===== config.mk =====
export PLATFORM = sky130hd
export DESIGN_NAME = tcc_front_flat
export DESIGN_NICKNAME = d
export VERILOG_FILES = /design/src/rtl/tcc_pkg.sv /design/src/rtl/tcc_if.sv /design/src/rtl/tcc_front.sv /design/src/flat_wrapper.sv
export SDC_FILE = /design/constraint.sdc
export NUM_CORES = 1
export LEC_CHECK = 0
export BUFFER_PORTS_ARGS = -buffer_cell sky130_fd_sc_hd__buf_4
export CAP_MARGIN = 40
export CORE_ASPECT_RATIO = 0.5
export CORE_MARGIN = 3
export CORE_UTILIZATION = 53
export DETAILED_ROUTE_END_ITERATION = 10
export GPL_ROUTABILITY_DRIVEN = 0
export GPL_TIMING_DRIVEN = 0
export PLACE_DENSITY = 0.88
export REMOVE_ABC_BUFFERS = 1
export SETUP_SLACK_MARGIN = 0.2
export SLEW_MARGIN = 20
export SYNTH_ARGS = -nofsm -noshare
export SYNTH_HDL_FRONTEND = slang
export SYNTH_SLANG_ARGS = --single-unit

===== constraint.sdc =====
create_clock -name clk -period 7.54 [get_ports clk]
set_clock_uncertainty 0.2 [all_clocks]
set_input_delay 1.508 -clock clk [delete_from_list [all_inputs] [get_ports clk]]
set_output_delay 1.508 -clock clk [all_outputs]
set_load 0.02 [all_outputs]

===== src/rtl/tcc_pkg.sv =====
`timescale 1ns / 1ps
`default_nettype none
// ---------------------------------------------------------------------------
// tcc_pkg
// Shared sizes, codes, types and helpers of the triplet to CSC converter.
// ---------------------------------------------------------------------------
package tcc_pkg;

  localparam int MAX_ENTRIES = 4096;
  localparam int MAX_COLS    = 1024;
  localparam int MAX_ROWS    = 1024;

  localparam int ENTRY_AW = $clog2(MAX_ENTRIES);
  localparam int COL_AW   = $clog2(MAX_COLS);
  localparam int START_AW = $clog2(MAX_COLS + 1);
  localparam int NUM_W    = 13;
  localparam int ROW_W    = 10;
  localparam int COLF_W   = 10;
  localparam int VAL_W    = 64;
  localparam int IDX_W    = 13;
  localparam int OP_W     = 3;
  localparam int ST_W     = 3;
  localparam int CFG_W    = 11;
  localparam int CFG_IDX_W = 1;

  // Configuration register indexes.
  localparam logic [CFG_IDX_W-1:0] REG_NUM_ROWS = 1'b0;
  localparam logic [CFG_IDX_W-1:0] REG_NUM_COLS = 1'b1;

  // Input opcodes.
  localparam logic [OP_W-1:0] OP_CLEAR    = 3'd0;
  localparam logic [OP_W-1:0] OP_LOAD     = 3'd1;
  localparam logic [OP_W-1:0] OP_COMPRESS = 3'd2;
  localparam logic [OP_W-1:0] OP_RD_PTR   = 3'd3;
  localparam logic [OP_W-1:0] OP_RD_ENTRY = 3'd4;

  // Result status codes.
  localparam logic [ST_W-1:0] ST_OK          = 3'd0;
  localparam logic [ST_W-1:0] ST_BAD_COLUMN  = 3'd1;
  localparam logic [ST_W-1:0] ST_BAD_ROW     = 3'd2;
  localparam logic [ST_W-1:0] ST_FULL        = 3'd3;
  localparam logic [ST_W-1:0] ST_BAD_INDEX   = 3'd4;
  localparam logic [ST_W-1:0] ST_WRONG_PHASE = 3'd5;

  typedef enum logic [2:0] {
    CMD_CLEAR, CMD_LOAD, CMD_COMPRESS, CMD_RD_PTR, CMD_RD_ENTRY, CMD_BAD
  } cmd_kind_t;

  typedef struct packed {
    cmd_kind_t           kind;
    logic                col_bad;
    logic                row_bad;
    logic [ROW_W-1:0]    row;
    logic [COLF_W-1:0]   column;
    logic [VAL_W-1:0]    value;
    logic [IDX_W-1:0]    index;
  } cmd_t;

  typedef struct packed {
    logic init_busy;
  } back_stat_t;

  typedef enum logic [1:0] {RES_PLAIN, RES_PTR, RES_ENTRY} res_sel_t;

  typedef enum logic [3:0] {
    S_INIT, S_IDLE, S_CLR, S_LD_RD, S_LD_WR, S_CP_RD, S_CP_ACC,
    S_PL_RD, S_PL_SLOT, S_PL_WR, S_CP_DONE, S_RD, S_FIN
  } state_t;

  function automatic logic [CFG_W-1:0] clamp_dim(input logic [CFG_W-1:0] v,
                                                 input logic [CFG_W-1:0] maxv);
    logic [CFG_W-1:0] r;
    if (v == '0) r = CFG_W'(1);
    else if (v > maxv) r = maxv;
    else r = v;
    return r;
  endfunction

endpackage
`default_nettype wire


===== src/rtl/tcc_if.sv =====
`timescale 1ns / 1ps
`default_nettype none
// ---------------------------------------------------------------------------
// tcc_in_if / tcc_out_if
// Valid/ready channels for command beats and result beats.
// ---------------------------------------------------------------------------
interface tcc_in_if import tcc_pkg::*; ();
  logic              valid;
  logic              ready;
  logic [OP_W-1:0]   opcode;
  logic [ROW_W-1:0]  row;
  logic [COLF_W-1:0] column;
  logic [VAL_W-1:0]  value;
  logic [IDX_W-1:0]  index;
  modport source (output valid, opcode, row, column, value, index, input ready);
  modport sink (input valid, opcode, row, column, value, index, output ready);
endinterface

`default_nettype wire


===== src/rtl/tcc_front.sv =====
`timescale 1ns / 1ps
`default_nettype none
// ---------------------------------------------------------------------------
// tcc_front
// Holds the configuration, decodes command beats and queues them for the back.
// ---------------------------------------------------------------------------
module tcc_front import tcc_pkg::*; (
  input  wire logic                 clk,
  input  wire logic                 rst,
  input  wire logic                 cfg_we,
  input  wire logic [CFG_IDX_W-1:0] cfg_index,
  input  wire logic [CFG_W-1:0]     cfg_data,
  tcc_in_if.sink                    in_ch,
  input  wire back_stat_t           back_stat,
  input  wire logic                 q_pop,
  output logic                      q_valid,
  output cmd_t                      q_cmd,
  output logic [CFG_W-1:0]          ncols
);

  logic [CFG_W-1:0] num_rows;
  logic [CFG_W-1:0] num_cols;
  logic [CFG_W-1:0] nrows;
  cmd_t             cmd_in;
  cmd_t             q_mem [2];
  logic             wr_ptr;
  logic             rd_ptr;
  logic [1:0]       count;
  logic             push;

  always_ff @(posedge clk) begin
    if (rst) begin
      num_rows <= CFG_W'(MAX_ROWS);
      num_cols <= CFG_W'(MAX_COLS);
    end else if (cfg_we) begin
      case (cfg_index)
        REG_NUM_ROWS: num_rows <= cfg_data;
        REG_NUM_COLS: num_cols <= cfg_data;
        default: ;
      endcase
    end
  end

  assign nrows = clamp_dim(num_rows, CFG_W'(MAX_ROWS));
  assign ncols = clamp_dim(num_cols, CFG_W'(MAX_COLS));

  always_comb begin
    case (in_ch.opcode)
      OP_CLEAR:    cmd_in.kind = CMD_CLEAR;
      OP_LOAD:     cmd_in.kind = CMD_LOAD;
      OP_COMPRESS: cmd_in.kind = CMD_COMPRESS;
      OP_RD_PTR:   cmd_in.kind = CMD_RD_PTR;
      OP_RD_ENTRY: cmd_in.kind = CMD_RD_ENTRY;
      default:     cmd_in.kind = CMD_BAD;
    endcase
    cmd_in.col_bad = {1'b0, in_ch.column} >= ncols;
    cmd_in.row_bad = {1'b0, in_ch.row} >= nrows;
    cmd_in.row     = in_ch.row;
    cmd_in.column  = in_ch.column;
    cmd_in.value   = in_ch.value;
    cmd_in.index   = in_ch.index;
  end

  // No beats are taken while the back is clearing the column counts after reset.
  assign in_ch.ready = (count != 2'd2) && !back_stat.init_busy;
  assign push        = in_ch.valid && in_ch.ready;
  assign q_valid     = count != 2'd0;
  assign q_cmd       = q_mem[rd_ptr];

  always_ff @(posedge clk) begin
    if (push) begin
      q_mem[wr_ptr] <= cmd_in;
    end
  end

  always_ff @(posedge clk) begin
    if (rst) begin
      wr_ptr <= 1'b0;
      rd_ptr <= 1'b0;
      count  <= 2'd0;
    end else begin
      if (push) wr_ptr <= !wr_ptr;
      if (q_pop) rd_ptr <= !rd_ptr;
      count <= count + 2'(push) - 2'(q_pop);
    end
  end

endmodule
`default_nettype wire


===== src/flat_wrapper.sv =====
// flat-port wrapper written by rule: the top's interface ports become plain ports
module tcc_front_flat import tcc_pkg::*;
  (clk, rst, cfg_we, cfg_index, cfg_data, back_stat, q_pop, q_valid, q_cmd, ncols, in_ch_valid, in_ch_opcode, in_ch_row, in_ch_column, in_ch_value, in_ch_index, in_ch_ready);
  tcc_in_if in_ch_i ();
  input  wire logic clk;
  input  wire logic rst;
  input  wire logic cfg_we;
  input  wire logic [CFG_IDX_W-1:0] cfg_index;
  input  wire logic [CFG_W-1:0] cfg_data;
  input  wire back_stat_t back_stat;
  input  wire logic q_pop;
  output logic q_valid;
  output cmd_t q_cmd;
  output logic [CFG_W-1:0] ncols;
  input wire logic [$bits(in_ch_i.valid)-1:0] in_ch_valid;
  input wire logic [$bits(in_ch_i.opcode)-1:0] in_ch_opcode;
  input wire logic [$bits(in_ch_i.row)-1:0] in_ch_row;
  input wire logic [$bits(in_ch_i.column)-1:0] in_ch_column;
  input wire logic [$bits(in_ch_i.value)-1:0] in_ch_value;
  input wire logic [$bits(in_ch_i.index)-1:0] in_ch_index;
  output wire logic [$bits(in_ch_i.ready)-1:0] in_ch_ready;
  assign in_ch_i.valid = in_ch_valid;
  assign in_ch_i.opcode = in_ch_opcode;
  assign in_ch_i.row = in_ch_row;
  assign in_ch_i.column = in_ch_column;
  assign in_ch_i.value = in_ch_value;
  assign in_ch_i.index = in_ch_index;
  assign in_ch_ready = in_ch_i.ready;
  tcc_front u_core (.clk(clk), .rst(rst), .cfg_we(cfg_we), .cfg_index(cfg_index), .cfg_data(cfg_data), .in_ch(in_ch_i), .back_stat(back_stat), .q_pop(q_pop), .q_valid(q_valid), .q_cmd(q_cmd), .ncols(ncols));
endmodule

-- After elaboration in Yosys (flattened, before gate mapping)
Memory sizes are Yosys's and may differ from the RTL's. A register that Yosys moved wholly into a read port is not among the register bits.
Cells that the tools add are included.
- register bits after elaboration: 26
- memory bits (writable): 204
- input bits: 118
- output and inout port bits: 115
- word-level logic and storage cells: 38
- memories kept: 1
- memories (name ; depth ; width ; read ports ; clocked after Yosys merged registers in ; wr ports ; line ; RTL):
    u_core.q_mem ; 2 ; 102 ; 1 ; 1 ; 1 ; tcc_front.sv:25 ; cmd_t q_mem [2];
- $add $sub $neg: 2
- order comparisons: 4
- equal/unequal tests: 5
- multiplexer cells: 9
- bitwise logic cells: 1
- reduce and logical (&&, ||, !) cells: 11
- operator list (operator ; number):
    $mux W11 ; 4
    $ge A10 B11 Y1 ; 2
    $gt A11 B11 Y1 const B ; 2
    $logic_not A11 Y1 ; 2
    $pmux W3 S5 ; 1
    $eq A3 B2 Y1 const B ; 2
    $mux W1 ; 4
    $reduce_and A2 Y1 ; 2
    $eq A3 B1 Y1 const B ; 1
    $eq A3 B3 Y1 const B ; 1
    $logic_not A1 Y1 ; 3
    $logic_not A3 Y1 ; 1
    $add A2 B1 Y2 ; 1
    $logic_and A1 B1 Y1 ; 2
    $ne A2 B2 Y1 const B ; 1
    $reduce_bool A2 Y1 ; 1
    $sub A2 B1 Y2 ; 1
    $not A1 Y1 ; 1

-- Logic depth before layout (Yosys ltp)
- depth after elaboration: 5
- depth in mapped cells: 8
- mapped depth without buffers: 8

-- Worst setup path before layout
OpenSTA, ideal clock, no wires.
- path type: input-to-reg
- start point: input port back_stat
- end point: memory u_core.q_mem[0][0] (netlist bit) (enable)
- setup time: 576 ps
- arrival: 6308 ps
- required time: 6764 ps
- slack: 456 ps
- stages: 2
- cell sequence: a211oi_4 > nor2b_1
- word-level cells in the longest chain between the ends: 5
- RTL lines (item ; line ; RTL):
    start: declaration ; flat_wrapper.sv:10 ; input wire back_stat_t back_stat;
    $logic_not A1 Y1 ; tcc_front.sv:65 ; assign in_ch.ready = (count != 2'd2) && !back_stat.init_busy;
    $logic_and A1 B1 Y1 ; tcc_front.sv:65 ;
    $logic_and A1 B1 Y1 ; tcc_front.sv:66 ; assign push = in_ch.valid && in_ch.ready;
    $mux W1 ; tcc_front.sv:71 ; if (push) begin
    $mux W1 (implied by the code) ; tcc_front.sv:72 ; q_mem[wr_ptr] <= cmd_in;
    end: declaration ; tcc_front.sv:25 ;
No other way between the ends.

==> reports/results.tsv <==
metric	value	unit
dp_cells	980	
hold_path_class	reg -> reg	
worstRegToRegCells	5	
vias	5261	
min-delay-start	u_core.num_rows[0]$_SDFFE_PP0P_	
reg2reg_slack	5.17	ns
ir_drop	0.1456	mV
clk_path_buf_depth	3	
tritoncts	done	
cp_common_cell	buf_16	
avgSynthCellArea	17.45	sq um
die_w	193.7	um
comb_power_share	16.5	%
seqPwrFrac	50.8	%
end_kind	output pin	
grt_use_total	19.85	%
critPathTopFamily	buffers and inverters	
first_global_vias	5631	
fmax	0.2443	GHz
via_per_inst	5.188	
worstSkewPairLatency	0.49	ns
rr_startpoint	u_core.count[0]$_SDFF_PP0_	
diodes	0	
io_pins	233	
std_cell_rows	33	
crit_buf_inv	3	
p_int	0.002270	W
worst-endpoint-arrival	2.38	ns
tightest_slew	0.6602	ns
grt_first_pass_wirelength	30.19	mm
period_share	54.28	%
cts_hold_buf	0	
required	5.83	ns
final_cell_mix	buf_4 (232), edfxtp_1 (204), mux2_4 (80)	
cap_violations	0	
portBuffers	232	
grt_max_degree	43	
clockPowerShare	32.7	%
p_sw_share	23.61	%
yosysWarnings	0	
crit_slowest_cell	dfxtp_4	
relSlewSlack	55.90	%
final_util	71.51	%
cp_slowest_stage_delay	0.66	ns
routed_wl	19.83	mm
drc	0	
place_hpwl	14.40	mm
routedWlPerCell	19.56	um
syn_area	9334	sq um
stdcell_count	1014	
hold-path-endpoint	u_core.num_rows[0]$_SDFFE_PP0P_	
cts_root_buf	clkbuf_16	
cts_buffers	21	
cts_sinks	231	
nNetsFinal	916	
crit_chain	buf_16 -> buf_16 -> mux2_2 -> buf_4	
setup_viol_count_final	0	
finalHoldWorstSlack	0.2618	ns
ant_nets	0	
path_clk_slew	0.06	ns
globalRouteOverflowTotal	0	
min_period	4.093	ns
start_kind	flip-flop	
floorplan.initialDensity	55.54	%
finalHoldViolCount	0	
p_per_area	247.2	nW/um^2
p_leak	4.770	nW
rsz0062_at_grt	false	
ys_seq_area_share	71.42	%
core_area	16800	sq um
reg2reg_to	u_core.q_mem[1][76]$_DFFE_PP_	
drive_gt1_share	47.40	%
synth_cells	535	
crit_fanout	42	
die_y	99.84	um
post-cts-setup-buffers	0	
syn_to_final_growth	28.75	%
antenna_found_initial	0	
layout_commonest_cell	buf_4	
tns	0	ns
drt_iter0_markers	227	
ys_seq_elements	231	
drtPass1Iterations	5	
slew_viol_final	0	
status	finished, final reports clean	
dieArea	19340	sq um
cts_resized	0	
criticalPathCategory	reg -> out	
synth_cell_types	29	
cts_max_level	1	
min_path_cells	2	
p_sw	0.0007016	W
[worst max path at each step]
stage               from                            end  slack, ns  cells after the start
2_1_floorplan  back_stat   u_core.q_mem[0][0]$_DFFE_PP_       0.46                      2
3_3_place_gp   back_stat  u_core.q_mem[0][49]$_DFFE_PP_      -2.12                      3
3_5_place_dp   back_stat  u_core.q_mem[1][64]$_DFFE_PP_       3.92                      5
4_1_cts        flip-flop                       q_cmd[1]       3.42                      4
5_1_grt        flip-flop                       q_cmd[1]       3.35                      4
6_report       flip-flop                       q_cmd[1]       3.45                      4
[stage by stage]
step | setup slack [ns] | power [W] | instance area, sq um
floorplan | 0.4561 | 0.001829 | 9180
global placement | -2.125 | 0.002036 | 11210
detailed placement | 3.924 | 0.002031 | 11410
CTS | 3.423 | 0.002997 | 12020
global route | 3.354 | 0.003080 | 12020
finish | 3.447 | 0.002971 | 12020
[cell usage after synthesis (all sizes together)]
cell type  count  area share, %
ha            22            2.9
or2            1          0.067
clkbuf         7           0.28
nand4b         2           0.19
a21oi         31            1.7
buf           15            1.4
o21ai          4           0.21
nor2b          6           0.40
edfxtp       204             66
a31oi          2           0.13
xor2           1          0.094
a211oi         1           0.21
mux2         102             16
nor4           2           0.13
and2           2           0.13
a21o           3           0.24
xnor2          3           0.28
nor2          10           0.40
nand3b         2           0.16
nand2         51            2.1
nand2b        19            1.3
nor3           2           0.11
inv           14           0.56
dfxtp         27            5.8
o22ai          2           0.13
[worst register-to-register path: stages, from the launching register on]
cell	delay (ns)
dfxtp_1	0.35
inv_2	0.07
a211oi_4	0.29
and2_4	0.55
buf_12	0.31
buf_12	0.27
[cell families (layout without fill, tap and decap cells)]
kind of cell / count (synthesis) / after routing / share of synthesized area (%)
xor+xnor: 4 / 4 / 0.3754
flops: 231 / 231 / 71.42
mux: 102 / 102 / 15.52
buf+inv: 36 / 288 / 2.212
compound gates: 43 / 43 / 2.601
simple gates: 97 / 97 / 4.920
fa+ha+maj: 22 / 22 / 2.949
[power groups by stage]
| stage | clock network (W) | logic, W | registers [W] |
|---|---|---|---|
| final | 0.000971 | 0.000491 | 0.00151 |
| after global routing | 0.00104 | 0.000520 | 0.00152 |
| after CTS | 0.000990 | 0.000497 | 0.00151 |
| after detailed placement | 0 | 0.000495 | 0.00154 |
| after global placement | 0 | 0.000467 | 0.00157 |
| after floorplan | 0 | 0.000277 | 0.00155 |
[metal layers]
layer	GRT usage (%)	up-vias	share of wire (%)
met5	0	-	0
li1	-	2467	-
met2	38.05	145	55
met3	3.320	48	4.1
met1	22.81	2601	38
met4	7.218	0	3.7
[sequential cells by signal, indices dropped and copies added, names as in the netlist, named ones only]
signal,cells
u_core.num_rows,11
u_core.wr_ptr,1
u_core.num_cols,11
u_core.rd_ptr,1
u_core.q_mem,204
u_core.count,2
[layout make-up]
| class | instances | area (sq um) |
|---|---|---|
| well taps | 227 | 284.0 |
| multi-input cells | 268 | 2471 |
| repair buffers | 240 | 1932 |
| clock buffers | 27 | 548.0 |
| fillers | 1023 | 4787 |
| flip-flops and latches | 231 | 6670 |
| clock inverters | 7 | 60.06 |
| inverters | 14 | 52.55 |
(Power assumes the default switching activity.)
